## config.mk

```make
export PLATFORM = sky130hd
export DESIGN_NAME = sorted_insertion_store
export DESIGN_NICKNAME = d
export VERILOG_FILES = /design/src/rtl/sis_pkg.sv /design/src/rtl/sis_ram.sv /design/src/rtl/sorted_insertion_store.sv
export SDC_FILE = /design/constraint.sdc
export NUM_CORES = 1
export LEC_CHECK = 0
export ABC_AREA = 1
export BUFFER_PORTS_ARGS = -buffer_cell sky130_fd_sc_hd__buf_2
export CAP_MARGIN = 20
export CORE_MARGIN = 5
export CORE_UTILIZATION = 30
export DETAILED_ROUTE_END_ITERATION = 6
export SYNTH_ARGS = -nofsm -noshare
export SYNTH_HDL_FRONTEND = slang
export SYNTH_SLANG_ARGS = --single-unit
export TNS_END_PERCENT = 1
```

## constraint.sdc

```tcl
create_clock -name clk -period 11.5 [get_ports clk]
set_clock_uncertainty 0.05 [all_clocks]
set_input_delay 1.15 -clock clk [delete_from_list [all_inputs] [get_ports clk]]
set_output_delay 1.15 -clock clk [all_outputs]
set_load 0.05 [all_outputs]
```

## src/rtl/sis_pkg.sv

```systemverilog
// ----------------------------------------------------------------------------
// sis_pkg: shared types and constants of the sorted insertion store
// request and response payloads, status codes and sizing constants
// ----------------------------------------------------------------------------
package sis_pkg;

  localparam int VAL_W        = 32;
  localparam int POS_W        = 4;
  localparam int DEF_CAPACITY = 16;
  localparam int MAX_RESULTS  = 16;

  // request kinds
  localparam logic REQ_INSERT = 1'b0;
  localparam logic REQ_READ   = 1'b1;

  typedef enum logic [1:0] {
    ST_INSERTED = 2'd0,
    ST_FULL     = 2'd1,
    ST_ENTRY    = 2'd2,
    ST_EMPTY    = 2'd3
  } status_t;

  typedef struct packed {
    logic                    req_type;
    logic signed [VAL_W-1:0] value;
  } req_t;

  typedef struct packed {
    logic signed [VAL_W-1:0] value_out;
    logic [POS_W-1:0]        position;
    logic                    last;
    status_t                 status;
  } rsp_t;

endpackage

```

## src/rtl/sis_ram.sv

```systemverilog
// ----------------------------------------------------------------------------
// sis_ram: generic single-port-write, single-port-read ram
// one write and one registered read per cycle
// ----------------------------------------------------------------------------
module sis_ram #(
  parameter int WIDTH = 32,
  parameter int DEPTH = 16
) (
  input  logic                     clk,
  input  logic                     wr_en,
  input  logic [$clog2(DEPTH)-1:0] wr_addr,
  input  logic [WIDTH-1:0]         wr_data,
  input  logic                     rd_en,
  input  logic [$clog2(DEPTH)-1:0] rd_addr,
  output logic [WIDTH-1:0]         rd_data
);

  logic [WIDTH-1:0] mem [DEPTH];

  always_ff @(posedge clk) begin
    if (wr_en) begin
      mem[wr_addr] <= wr_data;
    end
    // read data holds until the next read
    if (rd_en) begin
      rd_data <= mem[rd_addr];
    end
  end

endmodule

```

## src/rtl/sorted_insertion_store.sv

```systemverilog
// ----------------------------------------------------------------------------
// sorted_insertion_store: bounded sorted list of signed 32-bit values
// insert and readout requests served by a sequencer over one ram
// ----------------------------------------------------------------------------
// usage
//   req channel (valid/ready): one transaction is an insert (req_type 0) or
//     a readout (req_type 1); the block takes a request only when idle
//   rsp channel (valid/ready): an insert gives one response (inserted, or
//     full and dropped); a readout gives one response per stored value, up to
//     MAX_RESULTS, in order, the final one with last set, or one empty response
//   cfg_we/cfg_data: write descending_order only while idle; not enforced
// sequence
//   an insert landing at position p in a store of n values makes p+1
//   search steps (n when it lands last) and n-p shift steps, then places
//   the value and loads the response; each search and shift step is one
//   ram read followed by a compare or write
//   a readout reads each stored value through the registered read, then sends it
//   a full-store insert or empty readout loads its response with no search
//   the next request is taken once the sequencer is back in idle
// reset clears the count (store empty) and selects descending order;
// a stalled receiver holds the output register and the sequencer waits on it
// ----------------------------------------------------------------------------
module sorted_insertion_store #(
  parameter int CAPACITY = sis_pkg::DEF_CAPACITY
) (
  input  logic          clk,
  input  logic          rst,
  input  logic          req_valid,
  output logic          req_ready,
  input  sis_pkg::req_t req,
  output logic          rsp_valid,
  input  logic          rsp_ready,
  output sis_pkg::rsp_t rsp,
  input  logic          cfg_we,
  input  logic          cfg_data
);

  import sis_pkg::*;

  localparam int CNT_W  = $clog2(CAPACITY + 1);
  localparam int ADDR_W = $clog2(CAPACITY);

  typedef enum logic [3:0] {
    S_IDLE,
    S_SRCH_RD,
    S_SRCH_CMP,
    S_SHIFT_RD,
    S_SHIFT_WR,
    S_PLACE,
    S_EMIT,
    S_READ_RD,
    S_READ_OUT
  } state_t;

  state_t                  state;
  logic [CNT_W-1:0]        count;       // stored values
  logic [CNT_W-1:0]        idx;         // search / readout cursor
  logic [CNT_W-1:0]        pos;         // insert position
  logic [CNT_W-1:0]        shi;         // shift destination
  logic                    desc;        // descending_order register
  logic signed [VAL_W-1:0] val;         // value being inserted
  rsp_t                    pend;        // response waiting for the output register

  // ram ports
  logic              ram_wr_en;
  logic [ADDR_W-1:0] ram_wr_addr;
  logic [VAL_W-1:0]  ram_wr_data;
  logic              ram_rd_en;
  logic [ADDR_W-1:0] ram_rd_addr;
  logic [VAL_W-1:0]  ram_rd_data;

  logic             slot_free;
  logic             rsp_load;
  logic             follows;
  logic [CNT_W:0]   idx_inc;
  logic [CNT_W-1:0] shi_dec;
  logic             read_last;

  sis_ram #(
    .WIDTH (VAL_W),
    .DEPTH (CAPACITY)
  ) u_ram (
    .clk     (clk),
    .wr_en   (ram_wr_en),
    .wr_addr (ram_wr_addr),
    .wr_data (ram_wr_data),
    .rd_en   (ram_rd_en),
    .rd_addr (ram_rd_addr),
    .rd_data (ram_rd_data)
  );

  assign req_ready = (state == S_IDLE);
  // output register can take a new response this cycle
  assign slot_free = !rsp_valid || rsp_ready;
  // a response is loaded into the output register this cycle
  assign rsp_load  = ((state == S_EMIT) || (state == S_READ_OUT)) && slot_free;

  // shared compare: new value strictly follows the stored one
  assign follows = desc ? (val < $signed(ram_rd_data)) : (val > $signed(ram_rd_data));

  assign idx_inc = {1'b0, idx} + 1'b1;
  assign shi_dec = shi - 1'b1;
  // readout ends at the stored count or at the result limit
  assign read_last = (idx_inc == {1'b0, count}) || (int'(idx_inc) == MAX_RESULTS);

  // ram control follows the sequencer state
  always_comb begin
    ram_rd_en   = 1'b0;
    ram_rd_addr = idx[ADDR_W-1:0];
    ram_wr_en   = 1'b0;
    ram_wr_addr = pos[ADDR_W-1:0];
    ram_wr_data = val;
    unique case (state)
      S_SRCH_RD, S_READ_RD: begin
        ram_rd_en = 1'b1;
      end
      S_SHIFT_RD: begin
        ram_rd_en   = 1'b1;
        ram_rd_addr = shi_dec[ADDR_W-1:0];
      end
      S_SHIFT_WR: begin
        ram_wr_en   = 1'b1;
        ram_wr_addr = shi[ADDR_W-1:0];
        ram_wr_data = ram_rd_data;
      end
      S_PLACE: begin
        ram_wr_en = 1'b1;
      end
      default: begin
      end
    endcase
  end

  always_ff @(posedge clk) begin
    if (rst) begin
      state     <= S_IDLE;
      rsp_valid <= 1'b0;
      count     <= '0;
      desc      <= 1'b1;
    end else begin
      if (cfg_we) begin
        desc <= cfg_data;
      end
      // output register: a new response wins over the handover of the old one
      if (rsp_load) begin
        rsp_valid <= 1'b1;
      end else if (rsp_ready) begin
        rsp_valid <= 1'b0;
      end
      unique case (state)
        S_IDLE: begin
          if (req_valid) begin
            val <= req.value;
            idx <= '0;
            pos <= '0;
            if (req.req_type == REQ_READ) begin
              if (count == '0) begin
                pend.value_out <= '0;
                pend.position  <= '0;
                pend.last      <= 1'b1;
                pend.status    <= ST_EMPTY;
                state          <= S_EMIT;
              end else begin
                state <= S_READ_RD;
              end
            end else if (count == CNT_W'(CAPACITY)) begin
              // full: drop and flag
              pend.value_out <= req.value;
              pend.position  <= '0;
              pend.last      <= 1'b1;
              pend.status    <= ST_FULL;
              state          <= S_EMIT;
            end else if (count == '0) begin
              state <= S_PLACE;
            end else begin
              state <= S_SRCH_RD;
            end
          end
        end
        S_SRCH_RD: begin
          state <= S_SRCH_CMP;
        end
        S_SRCH_CMP: begin
          if (follows) begin
            if (idx_inc == {1'b0, count}) begin
              // goes after every stored value, nothing to shift
              pos   <= count;
              state <= S_PLACE;
            end else begin
              idx   <= idx_inc[CNT_W-1:0];
              state <= S_SRCH_RD;
            end
          end else begin
            pos   <= idx;
            shi   <= count;
            state <= S_SHIFT_RD;
          end
        end
        S_SHIFT_RD: begin
          state <= S_SHIFT_WR;
        end
        S_SHIFT_WR: begin
          shi <= shi_dec;
          if (shi_dec == pos) begin
            state <= S_PLACE;
          end else begin
            state <= S_SHIFT_RD;
          end
        end
        S_PLACE: begin
          count          <= count + 1'b1;
          pend.value_out <= val;
          pend.position  <= POS_W'(pos);
          pend.last      <= 1'b1;
          pend.status    <= ST_INSERTED;
          state          <= S_EMIT;
        end
        S_EMIT: begin
          if (slot_free) begin
            rsp   <= pend;
            state <= S_IDLE;
          end
        end
        S_READ_RD: begin
          state <= S_READ_OUT;
        end
        S_READ_OUT: begin
          if (slot_free) begin
            rsp.value_out <= $signed(ram_rd_data);
            rsp.position  <= POS_W'(idx);
            rsp.last      <= read_last;
            rsp.status    <= ST_ENTRY;
            if (read_last) begin
              state <= S_IDLE;
            end else begin
              idx   <= idx_inc[CNT_W-1:0];
              state <= S_READ_RD;
            end
          end
        end
        default: begin
          state <= S_IDLE;
        end
      endcase
    end
  end

  // store never holds more than its capacity
  a_count_bound: assert property (@(posedge clk) disable iff (rst)
    count <= CNT_W'(CAPACITY))
    else $error("entry count above capacity");

  // count only ever grows by one at a time
  a_count_step: assert property (@(posedge clk) disable iff (rst)
    (count != $past(count)) |-> (count == CNT_W'($past(count) + 1'b1)))
    else $error("entry count changed by other than one");

  // an insert into a full store leaves the count alone
  a_full_drop: assert property (@(posedge clk) disable iff (rst)
    (req_valid && req_ready && (req.req_type == REQ_INSERT)
     && (count == CNT_W'(CAPACITY))) |=> (count == $past(count)))
    else $error("full-store insert changed the count");

endmodule
```

# Yosys cells after proc, flatten, opt, wreduce, memory -nomap -nowiden
# Memories as Yosys holds them, arrays and structs flattened. A register that Yosys moved wholly into a read port is not among the register bits.
# Cells that the tools add are included.
# totals
wordCells,108
input_bits,39
ram_bits,512
regBits,136
output_inout_bits,41
n_memories,1
# classes
reduce_logical,22
n_eq_ne,22
addsub,3
magnitude_cmp,2
bitwise_logic,1
muxes,41
# memory_table
memory,words,width,read_ports,rd_clocked_by_memory_dff,write_ports,line_no,text
u_ram.mem,16,32,1,1,1,sis_ram.sv:18,logic [WIDTH-1:0] mem [DEPTH];
# ops
operator,n
39-bit two-way mux,6
39-bit one-hot mux with 2 select lines,2
5-bit two-way mux,8
4-bit one-hot mux with 9 select lines,1
32-bit greater-than comparator,1
32-bit < comparator,1
32-bit two-way mux,1
4-bit two-way mux,7
5-bit one-hot mux with 2 select lines,2
"4-bit by 3-bit == test with 1-bit output, second input constant",4
3-bit two-way mux,5
5-bit one-hot mux with 3 select lines,1
"2-bit != test, second input constant",7
2-bit nonzero test,5
3-bit AND reduction,3
"4-bit by 2-bit == test with 1-bit output, second input constant",2
1-bit two-way mux,8
4-bit AND reduction,2
7-bit AND reduction,1
"5-bit by 1-bit adder with 6-bit output, second input constant",1
6-bit by 5-bit == test with 1-bit output,1
"6-bit == test, second input constant",1
"5-bit by 1-bit adder with 5-bit output, second input constant",1
5-bit == test,1
17 further kinds,19

# Longest topological paths before layout
# logic_depth
depth_word,6
depth_mapped,19
mapped_depth_nobuf,19

# Cells and area by module
# A second synthesis with hierarchy kept.
# hier_totals
hier_cells,2880
area_unflattened_um2,30206.5
# modules_own_cells
module,cells_each,seq_area_each_um2,instances,area_per_inst_um2
sis_ram,2121,16335.7,1,23058.4
sorted_insertion_store,759,3943.8,1,7148.1

# Least setup slack after synthesis
# Ideal clock, no wire load.
# synth_path
kind,in2reg
startpoint,in req[32] in the netlist's numbering
endpoint,reg pend[0] in the netlist's numbering (enable)
slack_ns,6.559
path_buffers,0
required_time_ns,10.959
cell_stages,4
arrival_time_ns,4.400
setup_time_ns,0.491
cell_sequence,clkinv_1 > a21oi_1 > a21oi_1 > a211oi_1
# synth_between
elab_chain_cells,2
word_cells_on_any_way,3
cone_classes,eq/ne (2); reduce/logical (1)
# synth_rtl
element,line_no,text
start: declaration,sorted_insertion_store.sv:30,"input sis_pkg::req_t req,"
3-bit by 2-bit != test with 1-bit output (no source line) or 3-bit by 1-bit != test with 1-bit output (tied branches),n/a,
5-bit AND reduction (no source line) *,n/a,
end: declaration,sorted_insertion_store.sv:62,rsp_t pend;
# Every way passes the cells marked *; elsewhere a longest branch is shown, timed or not.
# A chain may end at the register's enable or synchronous reset.

# Worst setup path after layout
# layout_path
startpoint,reg state[2]
endpoint,reg u_ram.rd_data[28] (read register of u_ram.mem) (data pin)
# layout_between
elab_chain_cells,3
word_cells_on_any_way,6
cone_classes,eq/ne (3); mux (2); reduce/logical (1)
# layout_rtl
element,line_no,text
start: declaration,sorted_insertion_store.sv:55,state_t state;
start signal: assignment,sorted_insertion_store.sv:136,state <= S_IDLE;
start signal: assignment,sorted_insertion_store.sv:162,state <= S_EMIT;
start signal: assignment,sorted_insertion_store.sv:164,state <= S_READ_RD;
"4-bit by 3-bit == test with 1-bit output, or another cell as far along",sorted_insertion_store.sv:113,unique case (state)
3-bit OR reduction (no source line),n/a,
1-bit two-way mux,sorted_insertion_store.sv:113,
end: declaration,sis_ram.sv:15,output logic [WIDTH-1:0] rd_data
# Parallel ways exist; a longest one is shown, timed or not.

==> metrics.md <==
| Metric | Value |
|---|---|
| Post-Synth XOR/XNOR Area | 0.251% |
| Initial antenna violation count | 1 |
| Buffers on Ports | 79 |
| Clock Tree Buf Depth | 3 |
| Ant diodes | 0 |
| Synthesized area per cell | 12.8 um2 |
| Initial Util | 30.1% |
| First-pass GRT wire length | 107000 um |
| Share of the synthesized area in the top cell type | 71.7% |
| Post-synth EDFFs | 668 |
| DRC Markers | 0 |
| Io pins | 80 |
| DRT Wirelength | 71500 um |
| DR vias | 17900 |
| Drt first-iter violations | 1976 |
| TritonRoute pass-1 iters | 5 |
| Most frequent cells in the layout | edfxtp_1 (668), nor2_1 (295), o21ai_0 (293), nand2_1 (192), inv_1 (117) |
| Yosys reg bits | 679 |
| Gp weighted congestion | 0.811 |
| Wire per inst | 20.0 um |
| Chip height | 315 um |
| CTS tree | built |
| Core area | 0.0929 mm2 |
| Fmax | 281 MHz |
| Hold buffers post-CTS | 0 |
| Final HPWL DP | 42000 um |
| Critical path class | reg -> reg |
| Post-DR vias/cell | 4.99 |
| Worst-Margin Slew | 1100 ps |
| Largest net degree at the start of global routing | 215 |
| TNS Setup | 0 ps |
| Top FF cell, synth | edfxtp_1 |
| VDD IR max | 0.000175 V |
| Total power | 7870 uW |
| Number of global-route vias before repair | 16900 |
| Max-slew violations | 0 |
| Mapped cell area | 0.0280 mm2 |
| Layout Nets | 2348 |
| Slew margin rel. | 26.6% |
| DIE AREA | 0.0994 mm2 |
| Post-synthesis compound-gate area fraction | 12.6% |
| Worst r2r path cells | 12 |
| Post-cts sizing count | 0 |
| Synth cell types | 39 |
| Worst hold path type | reg -> reg |
| Site Rows | 112 |
| Final period util | 30.9% |
| Clock root buffer | clkbuf_16 |
| Warnings from Yosys | 0 |
| Max_cap viols | 0 |
| Final min period | 3560 ps |
| Skew-Pair Late Insertion Delay | 610 ps |
| Setup bufs post-CTS | 0 |
| Seq/Total Area, Yosys | 72.5% |
| Critical Path Source Type | register |
| Post-DRT Antenna Nets | 0 |
| Worst-path fanout max | 106 |
| PwrDens | 244 mW/mm2 |
| Die width | 315 um |
| RSZ-0062 raised after global routing | no |
| H-Tree Depth | 3 |
| Post-synthesis instance total | 2180 |
| Worst EP required | 11910 ps |
| Post-Synth Simple-Gate Area | 8.79% |
| Outcome | complete, no violations |
| Fraction of layout cells with a size suffix above 1 | 12.5% |
| Area Growth Syn to Fin | 15.4% |
| Final Hold Violating Endpoints | 0 |
| Mux contribution to synthesized area | 0% |
| Sink Count | 679 |
| Hold Crit Depth | 1 |
| Leakage | 0.0109 uW |
| Number of CTS-inserted buffers | 71 |
| Commonest non-fill, non-tap cell in the layout | edfxtp_1 |
| Synth area leader | edfxtp_1 |
| Synth Area in Adders | 1.61% |
| Clock slew at reported path FFs | 60 ps |
| WP data arrival | 3970 ps |
| Largest family of logic cells by synthesized area | compound AO/OA/AOI/OAI gates |
| CP endpoint kind | register |
| Largest cells by area after synthesis | edfxtp_1 (72%), o21ai_0 (5.3%), nor2_1 (4.2%), o221ai_1 (2.8%), nand2_1 (2.6%) |
| Total GRT Usage | 14.0% |
| GRT overflow | 0 |
| Asr flop ratio synth | 0% |
| Syn Nets | 2255 |
| Final setup fails | 0 |
through the flow:
step / hold slack (ps) / instances / area (um2) / utilization [%] / worst slack [ps]
detailed placement: 445 / 3453 / 30000 / 32.3 / 7970
floorplan: 424 / 2180 / 28000 / - / 6560
CTS: 459 / 3580 / 32300 / 34.7 / 7970
global route: 466 / 3581 / 32300 / 34.7 / 7630
finish: 456 / 3581 / 32300 / 34.7 / 7940
global placement: 451 / 3449 / 29900 / 32.2 / 7960
cells by family after synthesis:
family	Yosys count
flip-flops	679
XOR/XNOR	8
buffers and inverters	256
AO/OA/AOI/OAI	593
adder cells (fa/ha/maj)	36
AND/OR/NAND/NOR	608
flip-flops by register name, indices dropped and copies added, names as in the netlist:
signal         count
desc               1
count              5
idx                5
val               32
shi                5
u_ram.mem        512
rsp_valid          1
u_ram.rd_data     32
rsp               39
pos                5
state              4
pend              38
metal layers:
layer  up-vias  wire (um)  GRT usage, %
met3        85       4810          1.84
met1      8885      32500          20.5
met4         0       1230          3.60
li1       8242          -             -
met5         -          0             0
met2       645      33000          22.1
synth_stat cells (all sizes together) (2+ instances only):
library cell  instances
o21a                  2
a31oi                 2
buf                  88
a211oi                3
a21oi                34
clkinv                2
dfxtp                11
nor2                313
inv                 124
nand4                 8
nand2               196
xor2                  8
nand3                79
or2                   3
o21ai               380
nor3                  9
o22ai                41
o211ai               40
o221ai               88
edfxtp              668
ha                   36
clkbuf               42
area by class of cell:
type                    count  area [um2]
clock buffers              86        1910
inverters                 126         482
fillers                  8921       60600
repair buffers            150         991
clock inverters            41         374
flip-flops and latches    679       20300
multi-input cells        1245        6670
well taps                1254        1570
critical path: stages (launching register included):
cell and delay (ps):
dfxtp_1 470, nor2_4 80, inv_2 120, nor2_8 60, nand2_2 80, o21ai_4 50
buf_4 270, inv_6 610, buf_4 770, o21ai_0 160, o221ai_1 230, o211ai_1 170
nand2_1 110
worst paths after layout:
path,start,slack [ps],end
max,state[2]$_SDFFE_PP0P_,7940,u_ram.rd_data[28]$_DFFE_PP_
min,pend[1]$_SDFFCE_PP0P_,460,rsp[1]$_SDFFCE_PP1P_
max reg2reg,state[2]$_SDFFE_PP0P_,7940,u_ram.rd_data[28]$_DFFE_PP_
min reg2reg,pend[1]$_SDFFCE_PP0P_,460,rsp[1]$_SDFFCE_PP1P_
where the power goes:
| group | internal, uW | switching (uW) | total (uW) | leakage, uW |
|---|---|---|---|---|
| Combinational | 599 | 1650 | 2250 | 0.00364 |
| Sequential | 3240 | 117 | 3360 | 0.00614 |
| Clock | 1340 | 923 | 2260 | 0.00112 |
No activity file was read; power rests on OpenSTA's default activity.
